File: config.mk
export PLATFORM = sky130hd
export DESIGN_NAME = nfa_string_matcher_flat
export DESIGN_NICKNAME = d
export VERILOG_FILES = /design/src/design/nsm_pkg.sv /design/src/design/nsm_if.sv /design/src/design/nsm_ctrl.sv /design/src/design/nsm_dpath.sv /design/src/design/nfa_string_matcher.sv /design/src/flat_wrapper.sv
export SDC_FILE = /design/constraint.sdc
export NUM_CORES = 2
export LEC_CHECK = 0
export BUFFER_PORTS_ARGS = -buffer_cell sky130_fd_sc_hd__buf_2
export CAP_MARGIN = 20
export CORE_ASPECT_RATIO = 1.25
export CORE_MARGIN = 2
export CORE_UTILIZATION = 45
export DETAILED_ROUTE_END_ITERATION = 6
export HOLD_SLACK_MARGIN = 0.1
export PLACE_DENSITY = 0.69
export SETUP_SLACK_MARGIN = 0.05
export SLEW_MARGIN = 10
export SYNTH_ARGS = -nofsm -noshare
export SYNTH_HDL_FRONTEND = slang
export SYNTH_SLANG_ARGS = --single-unit
File: constraint.sdc
create_clock -name clk -period 3.6 [get_ports clk]
set_clock_uncertainty 0.2 [all_clocks]
set_input_delay 0.54 -clock clk [delete_from_list [all_inputs] [get_ports clk]]
set_output_delay 0.54 -clock clk [all_outputs]
set_load 0.01 [all_outputs]
File: src/design/nsm_pkg.sv
`default_nettype none
// ----------------------------------------------------------------------------
// nsm_pkg
// Shared types and constants of the NFA string matcher: field widths,
// operation codes, controller states, command/status groups, table entry.
// ----------------------------------------------------------------------------
package nsm_pkg;

  localparam int NSM_NUM_STATES    = 16;
  localparam int NSM_MAX_RELATIONS = 8;

  localparam int SYM_W   = 8;
  localparam int STF_W   = 4;  // from_state / to_state field width
  localparam int SLOT_W  = 3;
  localparam int CFG_W   = 5;

  localparam logic OP_WRITE = 1'b0;
  localparam logic OP_CHAR  = 1'b1;

  typedef enum logic [2:0] {
    ST_CLEAR,
    ST_IDLE,
    ST_SCAN,
    ST_DRAIN,
    ST_FINISH
  } nsm_state_t;

  typedef struct packed {
    logic clear_write;
    logic table_write;
    logic start_char;
    logic scan_issue;
    logic finish;
  } nsm_cmd_t;

  typedef struct packed {
    logic last_addr;
    logic out_free;
  } nsm_stat_t;

  typedef struct packed {
    logic             vld;
    logic [STF_W-1:0] tgt;
    logic [SYM_W-1:0] sym;
  } nsm_entry_t;

endpackage

`default_nettype wire

File: src/design/nsm_if.sv
`default_nettype none
// ----------------------------------------------------------------------------
// nsm_if
// Handshake channels of the NFA string matcher: input items, result items
// and the configuration write channel.
// ----------------------------------------------------------------------------
interface nsm_in_if
  import nsm_pkg::*;
  ();
  logic              valid;
  logic              ready;
  logic              operation;
  logic [SYM_W-1:0]  symbol;
  logic [STF_W-1:0]  from_state;
  logic [SLOT_W-1:0] slot;
  logic [STF_W-1:0]  to_state;
  logic              enable;
  logic              last;

  modport source (output valid, operation, symbol, from_state, slot, to_state,
                  enable, last, input ready);
  modport sink   (input valid, operation, symbol, from_state, slot, to_state,
                  enable, last, output ready);
endinterface

interface nsm_out_if ();
  logic valid;
  logic ready;
  logic accepted;
  logic alive;
  logic last_res;

  modport source (output valid, accepted, alive, last_res, input ready);
  modport sink   (input valid, accepted, alive, last_res, output ready);
endinterface

interface nsm_cfg_if
  import nsm_pkg::*;
  ();
  logic             valid;
  logic             ready;
  logic [CFG_W-1:0] data;

  modport source (output valid, data, input ready);
  modport sink   (input valid, data, output ready);
endinterface

`default_nettype wire

File: src/design/nsm_ctrl.sv
`default_nettype none
// ----------------------------------------------------------------------------
// nsm_ctrl
// Controller: clearing pass after reset, table writes, and the per-character
// scan of the transition memory.
// ----------------------------------------------------------------------------
module nsm_ctrl
  import nsm_pkg::*;
(
  input  wire logic      clk,
  input  wire logic      rst_n,
  input  wire logic      in_valid,
  input  wire logic      in_op,
  output logic           in_ready,
  input  wire nsm_stat_t stat,
  output nsm_cmd_t       cmd
);

  nsm_state_t state_r, state_nxt;

  always_ff @(posedge clk) begin
    if (!rst_n) begin
      state_r <= ST_CLEAR;
    end else begin
      state_r <= state_nxt;
    end
  end

  always_comb begin
    state_nxt = state_r;
    cmd       = '0;
    in_ready  = 1'b0;
    case (state_r)
      ST_CLEAR: begin
        cmd.clear_write = 1'b1;
        if (stat.last_addr) state_nxt = ST_IDLE;
      end
      ST_IDLE: begin
        in_ready = 1'b1;
        if (in_valid) begin
          if (in_op == OP_CHAR) begin
            cmd.start_char = 1'b1;
            state_nxt      = ST_SCAN;
          end else begin
            cmd.table_write = 1'b1;
          end
        end
      end
      ST_SCAN: begin
        cmd.scan_issue = 1'b1;
        if (stat.last_addr) state_nxt = ST_DRAIN;
      end
      // last read data is evaluated here
      ST_DRAIN: begin
        state_nxt = ST_FINISH;
      end
      ST_FINISH: begin
        // hold until the output register can take the result
        if (stat.out_free) begin
          cmd.finish = 1'b1;
          state_nxt  = ST_IDLE;
        end
      end
      default: begin
        state_nxt = ST_IDLE;
      end
    endcase
  end

endmodule

`default_nettype wire

File: src/design/nsm_dpath.sv
`default_nettype none
// ----------------------------------------------------------------------------
// nsm_dpath
// Datapath: transition memory, scan counters, active-set registers, match
// logic, configuration register and the result output register.
// ----------------------------------------------------------------------------
module nsm_dpath
  import nsm_pkg::*;
#(
  parameter int NUM_STATES    = NSM_NUM_STATES,
  parameter int MAX_RELATIONS = NSM_MAX_RELATIONS
) (
  input  wire logic              clk,
  input  wire logic              rst_n,
  input  wire nsm_cmd_t          cmd,
  output nsm_stat_t              stat,
  input  wire logic [SYM_W-1:0]  in_symbol,
  input  wire logic [STF_W-1:0]  in_from_state,
  input  wire logic [SLOT_W-1:0] in_slot,
  input  wire logic [STF_W-1:0]  in_to_state,
  input  wire logic              in_enable,
  input  wire logic              in_last,
  input  wire logic              cfg_wr,
  input  wire logic [CFG_W-1:0]  cfg_data,
  output logic                   out_valid,
  input  wire logic              out_ready,
  output logic                   out_accepted,
  output logic                   out_alive,
  output logic                   out_last_res
);

  localparam int TABLE_SIZE = NUM_STATES * MAX_RELATIONS;
  localparam int SW = $clog2(NUM_STATES);
  localparam int RW = (MAX_RELATIONS > 1) ? $clog2(MAX_RELATIONS) : 1;
  localparam int AW = $clog2(TABLE_SIZE);
  localparam int NW = $clog2(NUM_STATES + 1);
  localparam int MW = (NW > CFG_W) ? NW : CFG_W;
  localparam int CW = (NW > STF_W) ? NW : STF_W;
  localparam int FW = (NW > STF_W + 1) ? NW : STF_W + 1;
  localparam int XW = (RW > SLOT_W + 1) ? RW : SLOT_W + 1;

  // ---------------- configuration register
  logic [CFG_W-1:0] state_count_r;

  always_ff @(posedge clk) begin
    if (!rst_n) begin
      state_count_r <= CFG_W'(1);
    end else if (cfg_wr) begin
      state_count_r <= cfg_data;
    end
  end

  // saturate the state count into 1..NUM_STATES
  logic [MW-1:0] sc_ext;
  logic [NW-1:0] n_cfg;
  logic [NUM_STATES-1:0] mask_cfg;

  always_comb begin
    sc_ext = MW'(state_count_r);
    if (sc_ext == '0) begin
      n_cfg = NW'(1);
    end else if (sc_ext > MW'(NUM_STATES)) begin
      n_cfg = NW'(NUM_STATES);
    end else begin
      n_cfg = NW'(sc_ext);
    end
    for (int i = 0; i < NUM_STATES; i++) begin
      mask_cfg[i] = (MW'(i) < MW'(n_cfg));
    end
  end

  // ---------------- scan counters
  logic [AW-1:0] cnt_addr_r, cnt_addr_nxt;
  logic [SW-1:0] cnt_state_r, cnt_state_nxt;
  logic [RW-1:0] cnt_rel_r, cnt_rel_nxt;

  always_comb begin
    cnt_addr_nxt  = cnt_addr_r;
    cnt_state_nxt = cnt_state_r;
    cnt_rel_nxt   = cnt_rel_r;
    if (cmd.start_char) begin
      cnt_addr_nxt  = '0;
      cnt_state_nxt = '0;
      cnt_rel_nxt   = '0;
    end else if (cmd.scan_issue || cmd.clear_write) begin
      cnt_addr_nxt = cnt_addr_r + AW'(1);
      if (cnt_rel_r == RW'(MAX_RELATIONS - 1)) begin
        cnt_rel_nxt   = '0;
        cnt_state_nxt = cnt_state_r + SW'(1);
      end else begin
        cnt_rel_nxt = cnt_rel_r + RW'(1);
      end
    end
  end

  always_ff @(posedge clk) begin
    if (!rst_n) begin
      cnt_addr_r  <= '0;
      cnt_state_r <= '0;
      cnt_rel_r   <= '0;
    end else begin
      cnt_addr_r  <= cnt_addr_nxt;
      cnt_state_r <= cnt_state_nxt;
      cnt_rel_r   <= cnt_rel_nxt;
    end
  end

  assign stat.last_addr = (cnt_addr_r == AW'(TABLE_SIZE - 1));

  // ---------------- transition memory
  nsm_entry_t mem [TABLE_SIZE];
  nsm_entry_t rd_data_r;
  nsm_entry_t wr_data;
  logic [AW-1:0] wr_addr;
  logic          wr_en;
  logic          wr_in_range;

  always_comb begin
    wr_in_range = (FW'(in_from_state) < FW'(NUM_STATES)) &&
                  (XW'(in_slot) < XW'(MAX_RELATIONS));
    if (cmd.clear_write) begin
      wr_en   = 1'b1;
      wr_addr = cnt_addr_r;
      wr_data = '0;
    end else begin
      wr_en   = cmd.table_write && wr_in_range;
      wr_addr = AW'(AW'(in_from_state) * AW'(MAX_RELATIONS) + AW'(in_slot));
      wr_data = '{vld: in_enable, tgt: in_to_state, sym: in_symbol};
    end
  end

  always_ff @(posedge clk) begin
    if (wr_en) begin
      mem[wr_addr] <= wr_data;
    end
    rd_data_r <= mem[cnt_addr_r];
  end

  // state owning the entry whose data is held in rd_data_r
  logic          pipe_vld_r;
  logic [SW-1:0] pipe_state_r;

  always_ff @(posedge clk) begin
    if (!rst_n) begin
      pipe_vld_r <= 1'b0;
    end else begin
      pipe_vld_r <= cmd.scan_issue;
    end
    pipe_state_r <= cnt_state_r;
  end

  // ---------------- active set and match
  logic [NUM_STATES-1:0] active_r, active_nxt;
  logic [NUM_STATES-1:0] cur_r, cur_nxt;
  logic [NUM_STATES-1:0] next_r, next_nxt;
  logic [NW-1:0]         n_r, n_nxt;
  logic [SYM_W-1:0]      sym_r;
  logic                  last_r;
  logic                  hit;
  logic [NUM_STATES-1:0] mask_run;
  logic                  res_accepted;
  logic                  res_alive;

  always_comb begin
    hit = pipe_vld_r && cur_r[pipe_state_r] && rd_data_r.vld && (rd_data_r.sym == sym_r);
    for (int i = 0; i < NUM_STATES; i++) begin
      mask_run[i] = (NW'(i) < n_r);
    end
    cur_nxt    = cur_r;
    n_nxt      = n_r;
    next_nxt   = next_r;
    active_nxt = active_r;
    if (cmd.start_char) begin
      cur_nxt  = active_r & mask_cfg;
      n_nxt    = n_cfg;
      next_nxt = '0;
    end else begin
      for (int i = 0; i < NUM_STATES; i++) begin
        // drop targets at or above the state count
        if (hit && (CW'(rd_data_r.tgt) == CW'(i)) && (CW'(i) < CW'(n_r))) begin
          next_nxt[i] = 1'b1;
        end
      end
    end
    if (cmd.finish) begin
      active_nxt = last_r ? NUM_STATES'(1) : next_r;
    end
    res_accepted = next_r[SW'(n_r - NW'(1))];
    res_alive    = |next_r;
  end

  always_ff @(posedge clk) begin
    if (!rst_n) begin
      active_r <= NUM_STATES'(1);
      cur_r    <= '0;
      next_r   <= '0;
      n_r      <= NW'(1);
    end else begin
      active_r <= active_nxt;
      cur_r    <= cur_nxt;
      next_r   <= next_nxt;
      n_r      <= n_nxt;
    end
    if (cmd.start_char) begin
      sym_r  <= in_symbol;
      last_r <= in_last;
    end
  end

  // ---------------- output register
  logic out_valid_r;
  logic out_accepted_r;
  logic out_alive_r;
  logic out_last_res_r;

  always_ff @(posedge clk) begin
    if (!rst_n) begin
      out_valid_r <= 1'b0;
    end else if (cmd.finish) begin
      out_valid_r <= 1'b1;
    end else if (out_ready) begin
      out_valid_r <= 1'b0;
    end
    if (cmd.finish) begin
      out_accepted_r <= res_accepted;
      out_alive_r    <= res_alive;
      out_last_res_r <= last_r;
    end
  end

  assign stat.out_free  = !out_valid_r || out_ready;
  assign out_valid      = out_valid_r;
  assign out_accepted   = out_accepted_r;
  assign out_alive      = out_alive_r;
  assign out_last_res   = out_last_res_r;

  // ---------------- assertions
  a_out_from_finish: assert property (@(posedge clk) disable iff (!rst_n)
    $rose(out_valid_r) |-> $past(cmd.finish))
    else $error("result appeared without a finish command");

  a_finish_slot_free: assert property (@(posedge clk) disable iff (!rst_n)
    cmd.finish |-> (!out_valid_r || out_ready))
    else $error("finish overwrote an untaken result");

  a_restart_on_last: assert property (@(posedge clk) disable iff (!rst_n)
    (cmd.finish && last_r) |=> (active_r == NUM_STATES'(1)))
    else $error("active set not restarted after last character");

  a_next_in_range: assert property (@(posedge clk) disable iff (!rst_n)
    (next_r & ~mask_run) == '0)
    else $error("next set holds a state beyond the count");

endmodule

`default_nettype wire

File: src/design/nfa_string_matcher.sv
`default_nettype none
// ----------------------------------------------------------------------------
// nfa_string_matcher
// NFA simulation over a character stream with a writable transition table.
// ----------------------------------------------------------------------------
// A table write item is taken in the idle state and yields no result. For a
// character item the transition memory, which has a single read port, is
// scanned: every entry is read and matched once per character, followed by
// the read data register, an evaluation state and the finish state, which
// waits for a free output register. One result item per character is held
// in an output register, so the next item is taken while it waits. After
// reset a clearing pass over every table entry invalidates the table; no
// item is accepted during it, configuration writes are. The user must write
// configuration (state_count) only while idle; not enforced by the block.
module nfa_string_matcher
  import nsm_pkg::*;
#(
  parameter int NUM_STATES    = NSM_NUM_STATES,
  parameter int MAX_RELATIONS = NSM_MAX_RELATIONS
) (
  input  wire logic clk,
  input  wire logic rst_n,
  nsm_in_if.sink    in_if,
  nsm_out_if.source out_if,
  nsm_cfg_if.sink   cfg_if
);

  nsm_cmd_t  cmd;
  nsm_stat_t stat;
  logic      in_ready;

  assign in_if.ready  = in_ready;
  assign cfg_if.ready = 1'b1;

  nsm_ctrl u_ctrl (
    .clk      (clk),
    .rst_n    (rst_n),
    .in_valid (in_if.valid),
    .in_op    (in_if.operation),
    .in_ready (in_ready),
    .stat     (stat),
    .cmd      (cmd)
  );

  nsm_dpath #(
    .NUM_STATES    (NUM_STATES),
    .MAX_RELATIONS (MAX_RELATIONS)
  ) u_dpath (
    .clk           (clk),
    .rst_n         (rst_n),
    .cmd           (cmd),
    .stat          (stat),
    .in_symbol     (in_if.symbol),
    .in_from_state (in_if.from_state),
    .in_slot       (in_if.slot),
    .in_to_state   (in_if.to_state),
    .in_enable     (in_if.enable),
    .in_last       (in_if.last),
    .cfg_wr        (cfg_if.valid),
    .cfg_data      (cfg_if.data),
    .out_valid     (out_if.valid),
    .out_ready     (out_if.ready),
    .out_accepted  (out_if.accepted),
    .out_alive     (out_if.alive),
    .out_last_res  (out_if.last_res)
  );

endmodule

`default_nettype wire
File: src/flat_wrapper.sv
// flat-port wrapper written by rule: the top's interface ports become plain ports
module nfa_string_matcher_flat import nsm_pkg::*;
#(
  parameter int NUM_STATES    = NSM_NUM_STATES,
  parameter int MAX_RELATIONS = NSM_MAX_RELATIONS
)
  (clk, rst_n, in_if_valid, in_if_operation, in_if_symbol, in_if_from_state, in_if_slot, in_if_to_state, in_if_enable, in_if_last, in_if_ready, out_if_valid, out_if_accepted, out_if_alive, out_if_last_res, out_if_ready, cfg_if_valid, cfg_if_data, cfg_if_ready);
  nsm_in_if in_if_i ();
  nsm_out_if out_if_i ();
  nsm_cfg_if cfg_if_i ();
  input  wire logic clk;
  input  wire logic rst_n;
  input wire logic [$bits(in_if_i.valid)-1:0] in_if_valid;
  input wire logic [$bits(in_if_i.operation)-1:0] in_if_operation;
  input wire logic [$bits(in_if_i.symbol)-1:0] in_if_symbol;
  input wire logic [$bits(in_if_i.from_state)-1:0] in_if_from_state;
  input wire logic [$bits(in_if_i.slot)-1:0] in_if_slot;
  input wire logic [$bits(in_if_i.to_state)-1:0] in_if_to_state;
  input wire logic [$bits(in_if_i.enable)-1:0] in_if_enable;
  input wire logic [$bits(in_if_i.last)-1:0] in_if_last;
  output wire logic [$bits(in_if_i.ready)-1:0] in_if_ready;
  output wire logic [$bits(out_if_i.valid)-1:0] out_if_valid;
  output wire logic [$bits(out_if_i.accepted)-1:0] out_if_accepted;
  output wire logic [$bits(out_if_i.alive)-1:0] out_if_alive;
  output wire logic [$bits(out_if_i.last_res)-1:0] out_if_last_res;
  input wire logic [$bits(out_if_i.ready)-1:0] out_if_ready;
  input wire logic [$bits(cfg_if_i.valid)-1:0] cfg_if_valid;
  input wire logic [$bits(cfg_if_i.data)-1:0] cfg_if_data;
  output wire logic [$bits(cfg_if_i.ready)-1:0] cfg_if_ready;
  assign in_if_i.valid = in_if_valid;
  assign in_if_i.operation = in_if_operation;
  assign in_if_i.symbol = in_if_symbol;
  assign in_if_i.from_state = in_if_from_state;
  assign in_if_i.slot = in_if_slot;
  assign in_if_i.to_state = in_if_to_state;
  assign in_if_i.enable = in_if_enable;
  assign in_if_i.last = in_if_last;
  assign in_if_ready = in_if_i.ready;
  assign out_if_valid = out_if_i.valid;
  assign out_if_accepted = out_if_i.accepted;
  assign out_if_alive = out_if_i.alive;
  assign out_if_last_res = out_if_i.last_res;
  assign out_if_i.ready = out_if_ready;
  assign cfg_if_i.valid = cfg_if_valid;
  assign cfg_if_i.data = cfg_if_data;
  assign cfg_if_ready = cfg_if_i.ready;
  nfa_string_matcher #(.NUM_STATES(NUM_STATES), .MAX_RELATIONS(MAX_RELATIONS)) u_core (.clk(clk), .rst_n(rst_n), .in_if(in_if_i), .out_if(out_if_i), .cfg_if(cfg_if_i));
endmodule
Yosys cells after proc, flatten, opt, wreduce, memory -nomap -nowiden
Memory sizes are Yosys's and may differ from the RTL's. A register that Yosys moved wholly into a read port is not among the register bits. Index checks and enable logic that the tools add are counted.

Add/subtract/negate cells: 5. Magnitude comparators: 35. Equal/unequal tests: 27. Multiplexer cells: 30. Bitwise logic cells: 2. Reductions and logical operators: 46.

Operators by type and width (count): < comparator 4 x 5 -> 1 bit (first input constant) (16); < comparator 3 x 5 -> 1 bit (first input constant) (8); logical AND 1 bit (35); == test 4 bit (second input constant) (8); < comparator 1 x 5 -> 1 bit (first input constant) (4); < comparator 2 x 5 -> 1 bit (first input constant) (4); two-way mux 3 bit (6); bitwise AND 16 bit (1); == test 4 x 3 -> 1 bit (second input constant) (4); two-way mux 16 bit (1); OR reduction 16 bit (1); one-hot mux 3 bit (5 select lines) (1); two-way mux 1 bit (14); two-way mux 13 bit (1); < comparator 4 x 5 -> 1 bit (second input constant) (2); two-way mux 5 bit (2); binary-select mux 1 bit (select 4 bit) (2); == test 4 x 2 -> 1 bit (second input constant) (2); == test 8 bit (1); adder 7 x 1 -> 7 bit (second input constant) (1); adder 7 x 3 -> 7 bit (1); == test 7 bit (second input constant) (1); two-way mux 7 bit (1); == test 3 x 2 -> 1 bit (second input constant) (2); 20 further kinds (26).

Flip-flop bits (word level): 93. Memory bits (writable): 1664. Input bits: 32. Output and inout port bits: 6. Logic and storage cells: 178. Memories kept: 1.

Memories: u_core.u_dpath.mem (words 128, width 13, rd ports 1, clocked after Yosys merged registers in 1, wr ports 1, RTL line nsm_dpath.sv:111) `nsm_entry_t mem [TABLE_SIZE];`.

Logic depth before layout (Yosys ltp)
Word-level depth: 7. Gate-level depth with buffers: 11. Gate-level depth less buffers: 6.

Hierarchy
Synthesis repeated with hierarchy kept, for this count alone.

Cells, all modules: 3496. Area total of the unflattened synthesis: 69252.7 µm².

Modules (own cells, without submodules): nsm_dpath (instances 1, cells an instance 3469, area each 69035.0 µm², seq. area each 52150.0 µm²); nsm_ctrl (instances 1, cells an instance 25, area each 206.4 µm², seq. area each 60.1 µm²); nfa_string_matcher (instances 1, cells an instance 2, area each 11.3 µm², seq. area each 0.0 µm²).

Worst setup path before layout
Ideal clock, no wire load.

Kind: register -> register. From: register u_core.u_ctrl.state_r[1]. To: memory u_core.u_dpath.mem[0][10] (netlist bit), data pin. Library setup time: 0.535 ns. Arrival: 2.949 ns. Data required time: 2.865 ns. Setup slack: -0.084 ns. Stages on the path, launching flop included: 7. Buffers on the path: 4. Clock period less this slack: 3.684 ns. Cell sequence: dfxtp_1 buf_2 or3_1 buf_2 clkbuf_1 clkbuf_1 and2_1.

RTL lines: start, declared (RTL line nsm_ctrl.sv:19) `nsm_state_t state_r, state_nxt;`; start signal, assigned (RTL line nsm_ctrl.sv:25) `state_r <= state_nxt;`; end, declared (RTL line nsm_dpath.sv:111).

==> impl_metrics.yaml <==
cts:
  worstSkewPairLatency_ns: 0.80
  clockBufferDepth: 3
  clk_pin_slew_ns: 0.07
  cts_tree: "yes"
  cts_setup_buffers: 0
  cts_root_buffer: "clkbuf_16"
  cts.sinks: 1770
  cts_buffers: 161
  cts_htree_levels: 4
route:
  dr.pass1.iters: 5
  viasPerCell: 6.036
  drt_iter0_drc: 4756
  vias: 36570
  drc: 0
  drt-total-wl_um: 180400
  ant_nets: 0
  drt-wirelength-per-cell_um: 29.79
critical_path:
  rrSetupSlack_ns: 0.09
  cpMostUsedCell: "a22oi_1"
  slowest_delay_ns: 0.79
  cp.arrival_ns: 3.97
  crit_chain: "buf_12, buf_4, mux4_2, a22oi_1, a21oi_1, a2111oi_2, a22oi_1"
  slowest_stage: "dfxtp_4"
  crit_fanout: 24
  required_ns: 4.06
  cp-end-kind: "register"
  crit_type: "register to register"
  start_kind: "register"
timing:
  period_share: 0.9762
  hold_viol: 0
  setup_violations: 0
  grt_setup_unrepaired: "false"
  fmax_ghz: 0.2846
  slew_headroom: 0.2387
  min_period_ns: 3.514
  worst_pin_slew_ns: 1.132
  setup_tns_ns: 0
  finalMaxSlewViolations: 0
hold_path:
  hold_path_class: "input pin to register"
final_layout:
  final_cells: 6058
  final_cell_mix: "edfxtp_1 (1676), buf_4 (313), mux4_2 (311)"
  drive_gt1_frac: 0.2461
  final_common_cell: "edfxtp_1"
  final_util: 0.5143
  area_growth_pct: 13.92
  nets: 3938
floorplan:
  die_x_um: 355.0
  die_h_um: 442.7
  fp.coreArea_um2: 153500
  num_rows: 161
  start_util: 0.4514
  die-area_um2: 157200
  io_pins: 38
power:
  total_power_mw: 41.15
  p_leak_nw: 25.73
  power_density_nw_per_um2: 521.3
  ir_drop_uv: 345.7
synth:
  yosys_warnings: 0
  yosysTopAreaCell: "edfxtp_1"
  syn-cell-area_um2: 69300
  syn_inst: 3542
  yosysUniqueCellTypes: 80
  synth_seq_area_share: 0.7534
  synthFlopType: "edfxtp_1"
  synth_area_leaders: "edfxtp_1 (73%), mux4_2 (10%), mux2i_1 (3.5%)"
  synth-seq-cells: 1770
  synth_edf_count: 1676
  async_flop_share: 0
  syn_area_per_cell_um2: 19.56
  synth_nets: 3579
  synth_top_area_frac: 0.7263
global_route:
  grt_pass1_wl_um: 257400
  track_usage: 0.2277
  antenna_found_initial: 6
  grt_pass1_vias: 36080
  grt_max_degree: 113
  gr-total-overflow: 0
placement:
  gp_congestion: 0.9110
  post-dp-hpwl_um: 114300
  numPortBuffers: 36
  place_inst: 5748
job:
  cap_violations: 0
status:
  status: "finished, final reports clean"
==> area by class of cell <==
class	instances	area, µm²
multi-input combinational	1547	15700
inverter	12	45.04
clock buffer	201	4210
clock inverter	79	723.2
timing repair buffer	409	3478
sequential	1770	52220
fill	12070	74560
tap	2037	2549
antenna	3	7.507
==> per-stage QoR <==
| stage | hold slack, ns | setup slack (ns) | area [µm²] |
|---|---|---|---|
| after floorplan | 0.1489 | 0.1276 | 69310 |
| after global placement | 0.1562 | -0.04751 | 73690 |
| after detailed placement | 0.1568 | 0.07824 | 73700 |
| after CTS | 0.1007 | 0.05863 | 78900 |
| after global routing | 0.1351 | 0.07274 | 78930 |
| final | 0.1508 | 0.08573 | 78940 |
==> cells by family (layout without fill, tap and decap cells) <==
kind of cell               count (synthesis)  count (layout)  synth area share
AOI/OAI and AO/OA                        457             457           0.04742
xor gates and xnor gates                  18              18          0.002275
adders and majority gates                  5               5         0.0009028
buffers and inverters                    225             701           0.02100
DFF                                     1770            1770            0.7534
muxes                                    573             573            0.1396
other                                      1               4        0.00005412
and+or+nand+nor                          493             493           0.03535
==> synthesized netlist by cell type (all sizes together), types with 9 or more instances <==
| master | count |
|---|---|
| a2111oi | 20 |
| a211o | 9 |
| a211oi | 47 |
| a21boi | 12 |
| a21oi | 89 |
| a22o | 25 |
| a22oi | 63 |
| a31oi | 16 |
| and2 | 20 |
| buf | 150 |
| clkbuf | 63 |
| dfxtp | 94 |
| edfxtp | 1676 |
| inv | 9 |
| mux2 | 22 |
| mux2i | 239 |
| mux4 | 312 |
| nand2 | 112 |
| nand2b | 22 |
| nand3 | 25 |
| nand3b | 11 |
| nor2 | 162 |
| nor2b | 44 |
| nor3 | 23 |
| nor3b | 19 |
| nor4 | 16 |
| o21a | 18 |
| o21ai | 29 |
| o221ai | 33 |
| o22ai | 37 |
| or2 | 12 |
| xor2 | 12 |
==> state kept, by name, summed over array words and instances, names as in the netlist <==
| signal | cells |
|---|---|
| u_core.u_dpath.mem | 1664 |
| u_core.u_dpath.active_r | 16 |
| u_core.u_dpath.cur_r | 16 |
| u_core.u_dpath.next_r | 16 |
| u_core.u_dpath.rd_data_r | 13 |
| u_core.u_dpath.sym_r | 8 |
| u_core.u_dpath.cnt_addr_r | 7 |
| u_core.u_dpath.n_r | 5 |
| u_core.u_dpath.sc_ext | 5 |
| u_core.u_dpath.cnt_state_r | 4 |
| u_core.u_dpath.pipe_state_r | 4 |
| u_core.u_ctrl.state_r | 3 |
| u_core.u_dpath.cnt_rel_r | 3 |
| u_core.u_dpath.last_r | 1 |
| u_core.u_dpath.out_accepted | 1 |
| u_core.u_dpath.out_alive | 1 |
| u_core.u_dpath.out_last_res | 1 |
| u_core.u_dpath.out_valid | 1 |
| u_core.u_dpath.pipe_vld_r | 1 |
==> critical path, delay by kind of cell (launching register included) <==
kind / cells / cell delay, ns
DFF: 1 / 0.79
buffers and inverters: 2 / 0.51
muxes: 1 / 0.51
AOI/OAI and AO/OA: 4 / 1.31
==> power breakdown <==
part / switching, mW / internal [mW] / total [mW]
Sequential: 0.109 / 22.3 / 22.4
Clock: 7.50 / 8.81 / 16.3
Combinational: 1.33 / 1.13 / 2.46
==> timing repair <==
action	CTS	global route
hold endpoints to repair	90	0
hold buffers	26	0
resized for setup	1	2
setup endpoints to repair	1	1
==> layer usage <==
metal	vias up	part of all wire	global-route usage
met5	-	0.00024	0
met4	6	0.051	0.1084
met3	373	0.090	0.04041
li1	15240	-	-
met1	18970	0.37	0.2935
met2	1973	0.49	0.3751
==> worst paths after layout <==
check	start	to	cells after the start
worst max register to register	u_core.u_dpath.cnt_addr_r[1]	u_core.u_dpath.rd_data_r[0]	7
worst min-delay path	in_if_enable	u_core.u_dpath.mem[62][12]	2
worst min register to register	u_core.u_dpath.cnt_state_r[3]	u_core.u_dpath.pipe_state_r[3]	0
worst max-delay path	u_core.u_dpath.cnt_addr_r[1]	u_core.u_dpath.rd_data_r[0]	7
No activity file was read; power rests on OpenSTA's default activity.
